File: src/design/thdc_pkg.sv
// Shared types and constants for the touch hold duration classifier.
// No dependencies; every design file imports this package.
package thdc_pkg;

    // Field and state widths
    localparam int TICK_W  = 10;
    localparam int THR_W   = 16;
    localparam int HELD_W  = 24;
    localparam int LEVEL_W = 8;

    // Loading bar scaling
    localparam int LED_COUNT   = 16;
    localparam int MS_PER_S    = 1000;
    localparam int RED_EXTRA   = 4;
    localparam int GREEN_EXTRA = 1;
    localparam int RED_K       = LED_COUNT + RED_EXTRA;
    localparam int GREEN_K     = LED_COUNT + GREEN_EXTRA;
    localparam int K_W         = $clog2(RED_K + 1);
    localparam int PROD_W      = HELD_W + K_W;

    // Saturation and divide-by-1000 through a reciprocal multiply
    localparam int LEVEL_MAX = (1 << LEVEL_W) - 1;
    localparam int SAT_LIMIT = (LEVEL_MAX + 1) * MS_PER_S;
    localparam int SAT_W     = $clog2(SAT_LIMIT);
    localparam int DIV_SHIFT = 28;
    localparam int DIV_M     = ((1 << DIV_SHIFT) + MS_PER_S - 1) / MS_PER_S;
    localparam int DIV_M_W   = $clog2(DIV_M + 1);
    localparam int QMUL_W    = SAT_W + DIV_M_W;

    // Register port
    localparam int ADDR_W = 4;
    localparam int DATA_W = 32;

    localparam logic [TICK_W-1:0] TICK_RST     = TICK_W'(100);
    localparam logic [THR_W-1:0]  PLAY_RST     = THR_W'(500);
    localparam logic [THR_W-1:0]  NEXT_RST     = THR_W'(1500);
    localparam logic [THR_W-1:0]  POWER_RST    = THR_W'(3000);

    typedef enum logic [1:0] {
        REG_TICK       = 2'd0,
        REG_PLAY_PAUSE = 2'd1,
        REG_NEXT       = 2'd2,
        REG_POWER_OFF  = 2'd3
    } reg_idx_t;

    typedef enum logic [2:0] {
        ACT_NONE       = 3'd0,
        ACT_PLAY_PAUSE = 3'd1,
        ACT_NEXT       = 3'd2,
        ACT_POWER_OFF  = 3'd3,
        ACT_CLEAR      = 3'd4
    } action_t;

    typedef enum logic [1:0] {
        LED_NONE   = 2'd0,
        LED_YELLOW = 2'd1,
        LED_GREEN  = 2'd2,
        LED_RED    = 2'd3
    } led_mode_t;

    typedef struct packed {
        logic [TICK_W-1:0] tick_ms;
        logic [THR_W-1:0]  play_pause_ms;
        logic [THR_W-1:0]  next_ms;
        logic [THR_W-1:0]  power_off_ms;
    } cfg_t;

    // Result of the hold tracker, waiting for the bar level
    typedef struct packed {
        action_t           action;
        led_mode_t         mode;
        logic              red;
        logic [HELD_W-1:0] diff;
    } track_t;

    // Scaled bar product, waiting for the divide
    typedef struct packed {
        action_t           action;
        led_mode_t         mode;
        logic [PROD_W-1:0] prod;
    } scaled_t;

endpackage

File: src/design/touch_hold_duration_classifier.sv
// Top level of the touch hold duration classifier.
// Depends on thdc_pkg, thdc_cfg_regs, thdc_hold_tracker and thdc_bar_level.
//
// Usage:
//   Input channel (in_valid/in_ready, pad_touched): one transaction per
//   sampling tick, telling whether the pad fired during that tick.
//   Output channel (out_valid/out_ready, action, led_mode, led_level):
//   exactly one transaction per input tick, in order. During a hold the
//   result carries the loading bar mode and level; on release it carries
//   the action chosen by the zones reached (power off over next over
//   play/pause, else clear display if anything was held).
//   Configuration: APB-style port, tick_ms at 0x0, play_pause_ms at 0x4,
//   next_ms at 0x8, power_off_ms at 0xC. pready is tied high; write only
//   while no tick is in flight.
// Timing:
//   Three register stages: hold tracker, bar scaling multiply, divide and
//   saturate. One tick is taken every cycle while the output is not
//   stalled; the hold state updates at acceptance, so consecutive ticks
//   chain through the tracker register with no gap.
// Reset: hold time, grace and zone flags clear, registers return to their
//   defaults (100, 500, 1500, 3000 ms), and the pipeline empties.
// Stall: each stage holds its transaction while the next is full; bubbles
//   ahead of a stalled output still fill, then in_ready drops.
module touch_hold_duration_classifier
    import thdc_pkg::*;
(
    input  logic               clk,
    input  logic               rst_n,
    // configuration port
    input  logic               psel,
    input  logic               penable,
    input  logic               pwrite,
    input  logic [ADDR_W-1:0]  paddr,
    input  logic [DATA_W-1:0]  pwdata,
    output logic [DATA_W-1:0]  prdata,
    output logic               pready,
    // tick input
    input  logic               in_valid,
    output logic               in_ready,
    input  logic               pad_touched,
    // result output
    output logic               out_valid,
    input  logic               out_ready,
    output logic [2:0]         action,
    output logic [1:0]         led_mode,
    output logic [LEVEL_W-1:0] led_level
);

    cfg_t   cfg;
    logic   trk_valid;
    logic   trk_ready;
    track_t trk;

    // Register writes complete in the access phase, never wait
    assign pready = 1'b1;

    thdc_cfg_regs u_cfg_regs (
        .clk     (clk),
        .rst_n   (rst_n),
        .psel    (psel),
        .penable (penable),
        .pwrite  (pwrite),
        .paddr   (paddr),
        .pwdata  (pwdata),
        .prdata  (prdata),
        .cfg     (cfg)
    );

    // Advance hold time and zone flags; pick the release action
    thdc_hold_tracker u_hold_tracker (
        .clk         (clk),
        .rst_n       (rst_n),
        .cfg         (cfg),
        .in_valid    (in_valid),
        .in_ready    (in_ready),
        .pad_touched (pad_touched),
        .trk_valid   (trk_valid),
        .trk_ready   (trk_ready),
        .trk         (trk)
    );

    // Turn the held time past the zone base into a lit LED count
    thdc_bar_level u_bar_level (
        .clk       (clk),
        .rst_n     (rst_n),
        .trk_valid (trk_valid),
        .trk_ready (trk_ready),
        .trk       (trk),
        .out_valid (out_valid),
        .out_ready (out_ready),
        .action    (action),
        .led_mode  (led_mode),
        .led_level (led_level)
    );

endmodule

File: src/design/thdc_cfg_regs.sv
// Configuration register file behind the APB-style port.
// Depends on thdc_pkg.
module thdc_cfg_regs
    import thdc_pkg::*;
(
    input  logic              clk,
    input  logic              rst_n,
    input  logic              psel,
    input  logic              penable,
    input  logic              pwrite,
    input  logic [ADDR_W-1:0] paddr,
    input  logic [DATA_W-1:0] pwdata,
    output logic [DATA_W-1:0] prdata,
    output cfg_t              cfg
);

    cfg_t     cfg_reg;
    cfg_t     cfg_next;
    reg_idx_t idx;
    logic     wr_en;

    assign idx   = reg_idx_t'(paddr[ADDR_W-1:2]);
    assign wr_en = psel && penable && pwrite;

    always_comb
    begin
        cfg_next = cfg_reg;
        if (wr_en)
        begin
            case (idx)
                REG_TICK:       cfg_next.tick_ms       = pwdata[TICK_W-1:0];
                REG_PLAY_PAUSE: cfg_next.play_pause_ms = pwdata[THR_W-1:0];
                REG_NEXT:       cfg_next.next_ms       = pwdata[THR_W-1:0];
                REG_POWER_OFF:  cfg_next.power_off_ms  = pwdata[THR_W-1:0];
                default:        cfg_next = cfg_reg;
            endcase
        end
    end

    always_comb
    begin
        case (idx)
            REG_TICK:       prdata = DATA_W'(cfg_reg.tick_ms);
            REG_PLAY_PAUSE: prdata = DATA_W'(cfg_reg.play_pause_ms);
            REG_NEXT:       prdata = DATA_W'(cfg_reg.next_ms);
            REG_POWER_OFF:  prdata = DATA_W'(cfg_reg.power_off_ms);
            default:        prdata = '0;
        endcase
    end

    always_ff @(posedge clk or negedge rst_n)
    begin
        if (!rst_n)
        begin
            cfg_reg.tick_ms       <= TICK_RST;
            cfg_reg.play_pause_ms <= PLAY_RST;
            cfg_reg.next_ms       <= NEXT_RST;
            cfg_reg.power_off_ms  <= POWER_RST;
        end
        else
        begin
            cfg_reg <= cfg_next;
        end
    end

    assign cfg = cfg_reg;

endmodule

File: src/design/thdc_hold_tracker.sv
// Hold state, zone classification and release action for one tick.
// Depends on thdc_pkg; feeds thdc_bar_level.
module thdc_hold_tracker
    import thdc_pkg::*;
(
    input  logic   clk,
    input  logic   rst_n,
    input  cfg_t   cfg,
    input  logic   in_valid,
    output logic   in_ready,
    input  logic   pad_touched,
    output logic   trk_valid,
    input  logic   trk_ready,
    output track_t trk
);

    logic [HELD_W-1:0] held_reg,  held_next;
    logic              grace_reg, grace_next;
    logic              pp_reg,    pp_next;
    logic              nx_reg,    nx_next;
    logic              off_reg,   off_next;
    logic              valid_reg;
    track_t            trk_reg,   trk_next;

    logic              accept;
    logic              hold;
    logic [HELD_W:0]   sum;
    logic [HELD_W-1:0] h_new;
    logic [HELD_W:0]   reach_sum;
    logic              off_hit, next_hit, pp_hit;

    assign in_ready = !valid_reg || trk_ready;
    assign accept   = in_valid && in_ready;
    assign hold     = pad_touched || grace_reg;

    assign sum       = {1'b0, held_reg} + (HELD_W+1)'(cfg.tick_ms);
    assign h_new     = sum[HELD_W] ? '1 : sum[HELD_W-1:0];
    assign reach_sum = {1'b0, h_new} + (HELD_W+1)'(cfg.tick_ms);
    assign off_hit   = reach_sum > (HELD_W+1)'(cfg.power_off_ms);
    assign next_hit  = reach_sum > (HELD_W+1)'(cfg.next_ms);
    assign pp_hit    = reach_sum > (HELD_W+1)'(cfg.play_pause_ms);

    always_comb
    begin
        held_next  = held_reg;
        grace_next = grace_reg;
        pp_next    = pp_reg;
        nx_next    = nx_reg;
        off_next   = off_reg;
        trk_next   = '{action: ACT_NONE, mode: LED_NONE, red: 1'b0, diff: '0};
        if (hold)
        begin
            held_next  = h_new;
            grace_next = pad_touched;
            if (off_hit)
            begin
                off_next = 1'b1;
            end
            else if (next_hit)
            begin
                nx_next      = 1'b1;
                trk_next.mode = LED_RED;
                trk_next.red  = 1'b1;
                if (h_new > HELD_W'(cfg.next_ms))
                begin
                    trk_next.diff = h_new - HELD_W'(cfg.next_ms);
                end
            end
            else if (pp_hit)
            begin
                pp_next       = 1'b1;
                trk_next.mode = LED_GREEN;
                if (h_new > HELD_W'(cfg.play_pause_ms))
                begin
                    trk_next.diff = h_new - HELD_W'(cfg.play_pause_ms);
                end
            end
            else
            begin
                trk_next.mode = LED_YELLOW;
                trk_next.diff = h_new;
            end
        end
        else
        begin
            if (off_reg)
                trk_next.action = ACT_POWER_OFF;
            else if (nx_reg)
                trk_next.action = ACT_NEXT;
            else if (pp_reg)
                trk_next.action = ACT_PLAY_PAUSE;
            else if (held_reg != '0)
                trk_next.action = ACT_CLEAR;
            held_next = '0;
            pp_next   = 1'b0;
            nx_next   = 1'b0;
            off_next  = 1'b0;
        end
    end

    always_ff @(posedge clk or negedge rst_n)
    begin
        if (!rst_n)
        begin
            held_reg  <= '0;
            grace_reg <= 1'b0;
            pp_reg    <= 1'b0;
            nx_reg    <= 1'b0;
            off_reg   <= 1'b0;
            valid_reg <= 1'b0;
        end
        else
        begin
            if (accept)
            begin
                held_reg  <= held_next;
                grace_reg <= grace_next;
                pp_reg    <= pp_next;
                nx_reg    <= nx_next;
                off_reg   <= off_next;
            end
            if (in_ready)
                valid_reg <= in_valid;
        end
    end

    always_ff @(posedge clk)
    begin
        if (accept)
            trk_reg <= trk_next;
    end

    assign trk_valid = valid_reg;
    assign trk       = trk_reg;

endmodule

File: src/design/thdc_bar_level.sv
// Loading bar level: scale by LED count, saturate, divide by 1000.
// Depends on thdc_pkg; two register stages, the second drives the outputs.
module thdc_bar_level
    import thdc_pkg::*;
(
    input  logic               clk,
    input  logic               rst_n,
    input  logic               trk_valid,
    output logic               trk_ready,
    input  track_t             trk,
    output logic               out_valid,
    input  logic               out_ready,
    output logic [2:0]         action,
    output logic [1:0]         led_mode,
    output logic [LEVEL_W-1:0] led_level
);

    logic               scl_valid_reg;
    scaled_t            scl_reg, scl_next;
    logic               scl_ready;
    logic               out_valid_reg;
    logic               out_ready_int;
    action_t            action_reg;
    led_mode_t          mode_reg;
    logic [LEVEL_W-1:0] level_reg, level_next;

    logic [K_W-1:0]     k_sel;
    logic               sat;
    logic [QMUL_W-1:0]  qmul;

    assign out_ready_int = !out_valid_reg || out_ready;
    assign scl_ready     = !scl_valid_reg || out_ready_int;
    assign trk_ready     = scl_ready;

    // Scale the held time past the zone base by the bar's LED span
    assign k_sel           = trk.red ? K_W'(RED_K) : K_W'(GREEN_K);
    assign scl_next.action = trk.action;
    assign scl_next.mode   = trk.mode;
    assign scl_next.prod   = PROD_W'(trk.diff) * PROD_W'(k_sel);

    // Anything at or above 256 seconds-of-LEDs pins to full scale
    assign sat  = scl_reg.prod >= PROD_W'(SAT_LIMIT);
    assign qmul = QMUL_W'(scl_reg.prod[SAT_W-1:0]) * QMUL_W'(DIV_M);
    assign level_next = sat ? LEVEL_W'(LEVEL_MAX) : qmul[DIV_SHIFT +: LEVEL_W];

    always_ff @(posedge clk or negedge rst_n)
    begin
        if (!rst_n)
        begin
            scl_valid_reg <= 1'b0;
            out_valid_reg <= 1'b0;
        end
        else
        begin
            if (scl_ready)
                scl_valid_reg <= trk_valid;
            if (out_ready_int)
                out_valid_reg <= scl_valid_reg;
        end
    end

    always_ff @(posedge clk)
    begin
        if (trk_valid && scl_ready)
            scl_reg <= scl_next;
        if (scl_valid_reg && out_ready_int)
        begin
            action_reg <= scl_reg.action;
            mode_reg   <= scl_reg.mode;
            level_reg  <= level_next;
        end
    end

    assign out_valid = out_valid_reg;
    assign action    = action_reg;
    assign led_mode  = mode_reg;
    assign led_level = level_reg;

endmodule

File: config.mk
export PLATFORM = sky130hd
export DESIGN_NAME = touch_hold_duration_classifier
export DESIGN_NICKNAME = d
export VERILOG_FILES = /design/src/design/thdc_pkg.sv /design/src/design/touch_hold_duration_classifier.sv /design/src/design/thdc_cfg_regs.sv /design/src/design/thdc_hold_tracker.sv /design/src/design/thdc_bar_level.sv
export SDC_FILE = /design/constraint.sdc
export NUM_CORES = 1
export LEC_CHECK = 0
export BUFFER_PORTS_ARGS = -buffer_cell sky130_fd_sc_hd__buf_4
export CAP_MARGIN = 10
export CORE_MARGIN = 5
export CORE_UTILIZATION = 35
export CTS_CLUSTER_SIZE = 25
export DETAILED_ROUTE_END_ITERATION = 12
export HOLD_SLACK_MARGIN = 0.08
export PLACE_DENSITY = 0.58
export SYNTH_ARGS = -nofsm -noshare
export SYNTH_HDL_FRONTEND = slang
export SYNTH_SLANG_ARGS = --single-unit
File: constraint.sdc
create_clock -name clk -period 16.44 [get_ports clk]
set_input_delay 3.288 -clock clk [delete_from_list [all_inputs] [get_ports clk]]
set_output_delay 3.288 -clock clk [all_outputs]
set_load 0.01 [all_outputs]
After elaboration in Yosys (flattened, before gate mapping). Index checks and enable logic that the tools add are counted.

Output and inout port bits: 48. Bits in latches: 0. Memories kept: 0. Logic and storage cells: 92. Bits in read-only memories: 0. Input bits: 44. Register bits after elaboration: 166. Memory bits (writable): 0.

Multipliers: 2. Bitwise logic cells: 1. Equal/unequal tests: 8. Reduce and logical (&&, ||, !) cells: 24. $add $sub $neg: 4. Div/mod/pow operators: 0. Shift operators: 0. Multiplexer cells: 24. Order comparisons: 6.

Operator list (number): $mux 24 (6); $pmux 32 s4 (1); $gt 25x16->1 (3); $add 24x10->25 (2); $gt 24x16->1 (2); $sub 24x16->24 (2); $mul 18x17->34 const B (1); $ge 29x18->1 const B (1); $mul 24x5->29 (1); $reduce_bool 24->1 (1); $reduce_and 2->1 (6); $mux 1 (10); $mux 2 (5); $ne 2x2->1 const B (5); $mux 3 (2); $logic_and 1x1->1 (5); $eq 2x2->1 const B (2); $logic_or 1x1->1 (4); $reduce_and 4->1 (1); $reduce_or 4->1 (1); $logic_not 1->1 (3); $reduce_and 3->1 (1); $eq 2x1->1 const B (1); $logic_not 2->1 (1); other kinds (2) (2).

Depth between registers and ports, before layout. Gate-level depths: netlist of the first run.

Depth in word-level cells: 8. Depth in mapped cells: 30. Mapped depth without buffers: 28.

By module. Synthesis of the first run repeated with hierarchy kept, for this count alone.

Cells, all modules: 1946. Area total of the unflattened synthesis: 18650.4 um2.

By module, submodules not included: thdc_bar_level (cells each 873, seq. area each 1461.4 um2, times used 1, area an instance 8444.3 um2); thdc_hold_tracker (cells each 901, seq. area each 1626.6 um2, times used 1, area an instance 7400.8 um2); thdc_cfg_regs (cells each 170, seq. area each 1480.2 um2, times used 1, area an instance 2793.9 um2); touch_hold_duration_classifier (cells each 2, seq. area each 0.0 um2, times used 1, area an instance 11.3 um2).

Least setup slack after synthesis of the first run. OpenSTA, ideal clock, no wires.

Path type: input -> output. Start point: input port paddr[2]. End point: output port prdata[1]. Setup slack: 8513 ps. Data required time: 13152 ps. Buffers on the path: 3. Cell stages on the path: 4. Data arrival time: 4639 ps. Cells stage by stage: clkbuf_1 > clkbuf_1 > clkbuf_1 > mux4_2.

Word-level cells in the longest chain between the ends: 2. Elaborated cells between the ends (all ways): 5. Those cells by class: 3 x eq/ne; 1 x mux; 1 x reduce/logical.

RTL lines: from (decl) (line touch_hold_duration_classifier.sv:33) `input logic [ADDR_W-1:0] paddr,`; $eq 2x2->1 (tied with other cells) (line thdc_cfg_regs.sv:42) `case (idx)`; $pmux 32 s4 (*) (line thdc_cfg_regs.sv:42); to (decl) (line touch_hold_duration_classifier.sv:35) `output logic [DATA_W-1:0] prdata,`.

Mark *: on every way between the ends. The rest lies on a longest branch, timed or not. The select of a mux whose other input is x is not followed.

Worst setup path after layout of the first run.
Start point: register u_hold_tracker.held_reg[0]. End point: register u_hold_tracker.trk_reg, in the netlist u_hold_tracker.trk[23], data pin.

Word-level cells in the longest chain between the ends: 6. Elaborated cells between the ends (all ways): 15. Those cells by class: 4 x add/sub; 5 x order compare; 5 x mux; 1 x reduce/logical.

RTL lines: from (decl) (line thdc_hold_tracker.sv:17) `logic [HELD_W-1:0] held_reg, held_next;`; from (signal assigned) (line thdc_hold_tracker.sv:116) `held_reg <= held_next;`; $add 24x10->25 (*) (line thdc_hold_tracker.sv:36) `assign sum = {1'b0, held_reg} + (HELD_W+1)'(cfg.tick_ms);`; $mux 24 (*) (line thdc_hold_tracker.sv:37) `assign h_new = sum[HELD_W] ? '1 : sum[HELD_W-1:0];`; $add 24x10->25 (tied with other cells) (line thdc_hold_tracker.sv:38) `assign reach_sum = {1'b0, h_new} + (HELD_W+1)'(cfg.tick_ms);`; $gt 25x16->1 / $mux 24 (equally long branches) (line thdc_hold_tracker.sv:41, thdc_hold_tracker.sv:73); $mux 24 (line thdc_hold_tracker.sv:69) `else if (pp_hit)`; $mux 24 (line thdc_hold_tracker.sv:59) `else if (next_hit)`; to (signal assigned) (line thdc_hold_tracker.sv:130) `trk_reg <= trk_next;`; to (decl) (line thdc_hold_tracker.sv:23) `track_t trk_reg, trk_next;`.

Mark *: on every way between the ends. The rest lies on a longest branch, timed or not. A chain may end at the register's enable or synchronous reset.

==> flow_summary.toml, run 1 <==
[min_path]
min_delay_path_depth = 0
hold_end = "u_bar_level.action[2]"
hold_path_startpoint = "u_bar_level.scl_reg[33]"
hold_path.class = "reg -> reg"

[setup_path]
crit_path_end_kind = "register"
timing.rr.start = "u_hold_tracker.held_reg[0]"
rrSetupSlack_ns = 7.88
worstPathArrival_ns = 8.83
reg2reg_depth = 28
path_common_cell = "a21oi_1"
cp_max_fo = 17
crit_path_top_delay_cell = "nor4b_4"
startpoint_type = "register"
crit_required_ns = 16.71
cp_slowest_stage_delay_ns = 0.79
rr_endpoint = "u_hold_tracker.trk[23]"
criticalPathCategory = "reg -> reg"

[sta]
tightest_slew_ns = 1.20
period_share = 0.521
rsz0062_at_grt = "no"
drv_slew = 0
final_hold_viol_count = 0
fmax_mhz = 117
final-setup-viol-count = 0
clock_skew_ns = 0.0144
final.setup.tns_ns = 0
maxSlewHeadroom = 0.200
setup_slack_ns = 7.88
finalCriticalPeriod_ns = 8.56

[synthesis]
synthFlopType = "edfxtp_1"
async_flop_share = 0.536
synthTopCellsByArea = "ha_1, edfxtp_1, dfrtp_1"
synth_cells = 1832
ys_types = 78
netlist_top_cells_count = "ha_1, inv_1, nand2_1, a21oi_1, edfxtp_1"
yosysSeqAreaShare = 0.262
yosys.area.top_type = "ha_1"
avgSynthCellArea_um2 = 9.53
yosysWarnings = 0
syn_area_um2 = 17500
synth_seq_cells = 166
synth_edf_count = 77
synth.most_common_cell = "ha_1"
synth_top_area_frac = 0.236

[finish]
nFillCells = 4869
largest_register_ffs = 58
areaGrowthSynthToFinish_pct = 9.47
nets = 2321
diodes = 0
stdcell_count = 2556
drive_gt1_frac = 0.103

[place]
hpwl_um = 34200
place_congestion = 0.883
io_buffers = 56
dp_slack_ns = 7.98
place_inst = 2524

[global_routing]
grt_overflow = 0
grt_usage = 0.159
antenna_found_initial = 0
grtUsageMet1 = 0.199
grt_use_met2 = 0.287
grt_pass1_wl_um = 69600
grt_use_met3 = 0.0214
grt_max_degree = 77
grt_pass1_vias = 13594
grt.busiest_layer = "met2"

[floorplan]
die-area_um2 = 54500
start_util = 0.355
ios = 92
rows = 81
core_um2 = 49200
dieHeight_um = 233
die_w_um = 233

[drt]
dr.first_iter.drc_count = 625
routed_wl_um = 42200
viasPerCell = 5.11
drt_first_pass_iters = 5
drt.antenna.violating_nets = 0
drc = 0
num_vias = 13061
wire_per_inst_um = 16.5

[clocking]
cts_hold_buf = 0
cts_tree = "yes"
clk_latency_ns = 0.45
clock_path_buffers = 2
cts_inserted_buffers = 17
cts_sinks = 166
cts_setup_buffers = 0
clk_pin_slew_worst_paths_ns = 0.08
cts_resized = 0
ctsRootBufferMaster = "clkbuf_16"
cts.htree.levels = 4

[status]
status = "finished clean"

[flow_run]
cap_violations = 0
## per-layer routing
metal  part of all wire  vias up  wire length, µm
met2               0.50      217            21200
met4              0.019        0              784
met3              0.035       47             1470
met1               0.44     6323            18800
met5                  0        -                0
li1                   -     6474                -
## kinds of logic (layout without fill, tap and decap cells)
logic type | after synthesis | count (layout) | synth area share
simple gates | 439 | 439 | 0.131
fa+ha+maj | 398 | 398 | 0.315
compound gates | 351 | 351 | 0.131
buf+inv | 339 | 378 | 0.0780
flops | 166 | 166 | 0.262
xor+xnor | 73 | 73 | 0.0366
mux | 64 | 64 | 0.0471
other cells | 2 | 23 | 0.000430
## cell usage in the layout (no fill, tap or decap), drive strengths merged, types with 30 or more instances in the layout
cell    count
ha        329
nor2       77
edfxtp     77
and2       30
xnor2      53
inv       290
nand2     116
nand2b     34
a21oi      89
buf        63
mux2       46
dfrtp      66
nand3      37
fa         69
o21ai      85
## metrics by stage
step                area [µm²]  hold WS, ns   util
floorplan                17500        0.400      -
global route             19100        0.411  0.389
detailed placement       18600        0.407  0.377
global placement         18600        0.407  0.377
finish                   19100        0.414  0.389
CTS                      19100        0.413  0.389
## worst max-delay path: cells and delay by family (launching register included)
kind	cells	cell delay, ns
AO/OA/AOI/OAI	15	3.68
AND/OR/NAND/NOR	7	2.28
adder cells (fa/ha/maj)	5	1.67
flip-flops	1	0.46
XOR/XNOR	1	0.25
## cell type report
type                       instances  area [µm²]  share of cell area
inverter                         283        1060              0.0556
clock buffer                      19         453              0.0237
timing repair buffer              63         473              0.0247
sequential                       166        4570               0.239
tap                              664         831              0.0434
clock inverter                    13         114             0.00595
multi-input combinational       1348       11600               0.608
## worst max-delay path by stage
| stage | startpoint | to | slack, ns | cells after the start |
|---|---|---|---|---|
| finish | u_hold_tracker.held_reg[0] | u_hold_tracker.trk[23] | 7.88 | 28 |
| global route | u_hold_tracker.held_reg[0] | u_hold_tracker.trk[23] | 7.36 | 27 |
| CTS | u_hold_tracker.held_reg[0] | u_hold_tracker.trk[23] | 7.94 | 28 |
| detailed placement | u_hold_tracker.held_reg[0] | u_hold_tracker.trk[23] | 7.98 | 28 |
| global placement | u_hold_tracker.held_reg[0] | u_hold_tracker.trk[23] | 8.11 | 28 |
| floorplan | paddr[2] | prdata[1] | 8.51 | 4 |
Power of run 1 is not shown: default switching activity piles up to over one toggle a cycle in this logic, so the estimate is an artifact.
==> run 2: changes to the inputs <==
clock period = 8.73 ns   (was 16.44 ns; I/O delays follow)
==> run 2 against run 1 <==
Net effect: wire length down 1.1%; cell area rose by 0.23%; sequential cell count stayed put; worst setup slack worse by 6.8 ns; critical path depth shrank 3; first-iteration DRC count shrank 3.2%; fmax grew 12%; register-to-register slack lost 6.8 ns; global-route usage is 0.11 points lower; final cell count grew 0.20%; largest cell class unchanged.
==> flow_summary.toml, run 2 (same netlist as run 1, synthesis figures left out) <==
[sta]
clock_skew_ns = 0.0149
final-setup-viol-count = 0
final.setup.tns_ns = 0
rsz0062_at_grt = "no"
final_hold_viol_count = 0
fmax_mhz = 131
tightest_slew_ns = 1.08
period_share = 0.874
maxSlewHeadroom = 0.277
finalCriticalPeriod_ns = 7.63
drv_slew = 0

[global_routing]
grt_pass1_vias = 13450
grt_pass1_wl_um = 69100
antenna_found_initial = 0
grt_usage = 0.157
grt_max_degree = 75
grt_overflow = 0

[finish]
stdcell_area_um2 = 19200
diodes = 0
stdcell_count = 2561
largest_register_ffs = 58
drive_gt1_frac = 0.105
utilization = 0.390
nets = 2326
nFillCells = 4852
layout_common_cells = "ha_1, inv_1, nand2_1, a21oi_1, edfxtp_1"
mostFrequentLayoutCell = "ha_1"
areaGrowthSynthToFinish_pct = 9.72

[clocking]
cts_sinks = 166
cts.htree.levels = 4
ctsRootBufferMaster = "clkbuf_16"
clock_path_buffers = 2
cts_setup_buffers = 0
clk_pin_slew_worst_paths_ns = 0.08
cts_inserted_buffers = 17
cts_tree = "yes"
clk_latency_ns = 0.46
cts_resized = 0
cts_hold_buf = 0

[drt]
wire_per_inst_um = 16.3
viasPerCell = 5.11
dr.first_iter.drc_count = 605
drt.antenna.violating_nets = 0
num_vias = 13079
drt_first_pass_iters = 5
drc = 0
routed_wl_um = 41700

[setup_path]
startpoint_type = "register"
crit_required_ns = 9.00
criticalPathCategory = "reg -> reg"
cp_max_fo = 24
worstPathArrival_ns = 7.89
rrSetupSlack_ns = 1.10
crit_path_end_kind = "register"

[place]
hpwl_um = 34000
io_buffers = 56
placed_area_um2 = 18600
place_congestion = 0.885
place_inst = 2529

[flow_run]
cap_violations = 0

[min_path]
hold_path.class = "reg -> reg"

[floorplan]
start_util = 0.355
ios = 92
core_um2 = 49200
rows = 81
die-area_um2 = 54500
die_w_um = 233
dieHeight_um = 233

[status]
status = "finished clean"
[run 2: cell types whose count changed in the layout (fill, tap and decap cells not counted)]
cell,before,now
buf_4,63,68
clkbuf_8,2,3
clkinv_8,1,0
inv_8,1,3
inv_4,3,2
clkinvlp_4,2,1
[run 2: final cells by class]
class,count,area [µm²],area share
sequential,166,4570,0.238
tap,664,831,0.0434
multi-input combinational,1348,11600,0.606
clock inverter,12,106,0.00555
timing repair buffer,68,510,0.0266
clock buffer,20,467,0.0244
inverter,283,1060,0.0554
[run 2: stage by stage]
stage / hold slack [ns] / worst slack, ns
global route: 0.421 / 0.392
CTS: 0.417 / 1.05
finish: 0.413 / 1.10
global placement: 0.405 / 1.12
detailed placement: 0.408 / 1.09
floorplan: 0.400 / 2.46
[run 2: worst max-delay path: stages, from the launching register on]
cell and delay (ns):
dfrtp_1 0.42, ha_1 0.26, fa_1 0.42, a21oi_1 0.23, o22ai_1 0.19, a21o_1 0.34
nand2_1 0.37, nand2b_1 0.28, ha_1 0.35, a21o_1 0.12, a211oi_1 0.10, o21ai_0 0.32
a31oi_1 0.15, o21ai_0 0.37, nor3b_2 0.51, nand2_1 0.13, xnor2_1 0.36, ha_1 0.21
nand4_1 0.09, nor4_1 0.19, nand4_1 0.16, o21ai_0 0.15, a21oi_1 0.16, nor4b_1 0.57
nand2_1 0.62, a21oi_1 0.34
[run 2: per-layer routing]
metal  up-vias  global-route usage  wire (µm)
met4         0              0.0437        817
met1      6330               0.196      18600
met3        41              0.0221       1410
li1       6501                   -          -
met2       207               0.284      20900
met5         -                   0          0
[run 2: final timing paths]
check,startpoint,end,cells past startpoint
min in group asynchronous,rst_n,u_hold_tracker.off_reg,1
min reg2reg,u_hold_tracker.trk[28],u_bar_level.scl_reg[32],0
max reg2reg,u_cfg_regs.cfg[48],u_hold_tracker.trk[4],25
max in group asynchronous,rst_n,u_hold_tracker.held_reg[10],2
min,u_hold_tracker.trk[28],u_bar_level.scl_reg[32],0
max,u_cfg_regs.cfg[48],u_hold_tracker.trk[4],25
Power of run 2 is left out for the same reason.
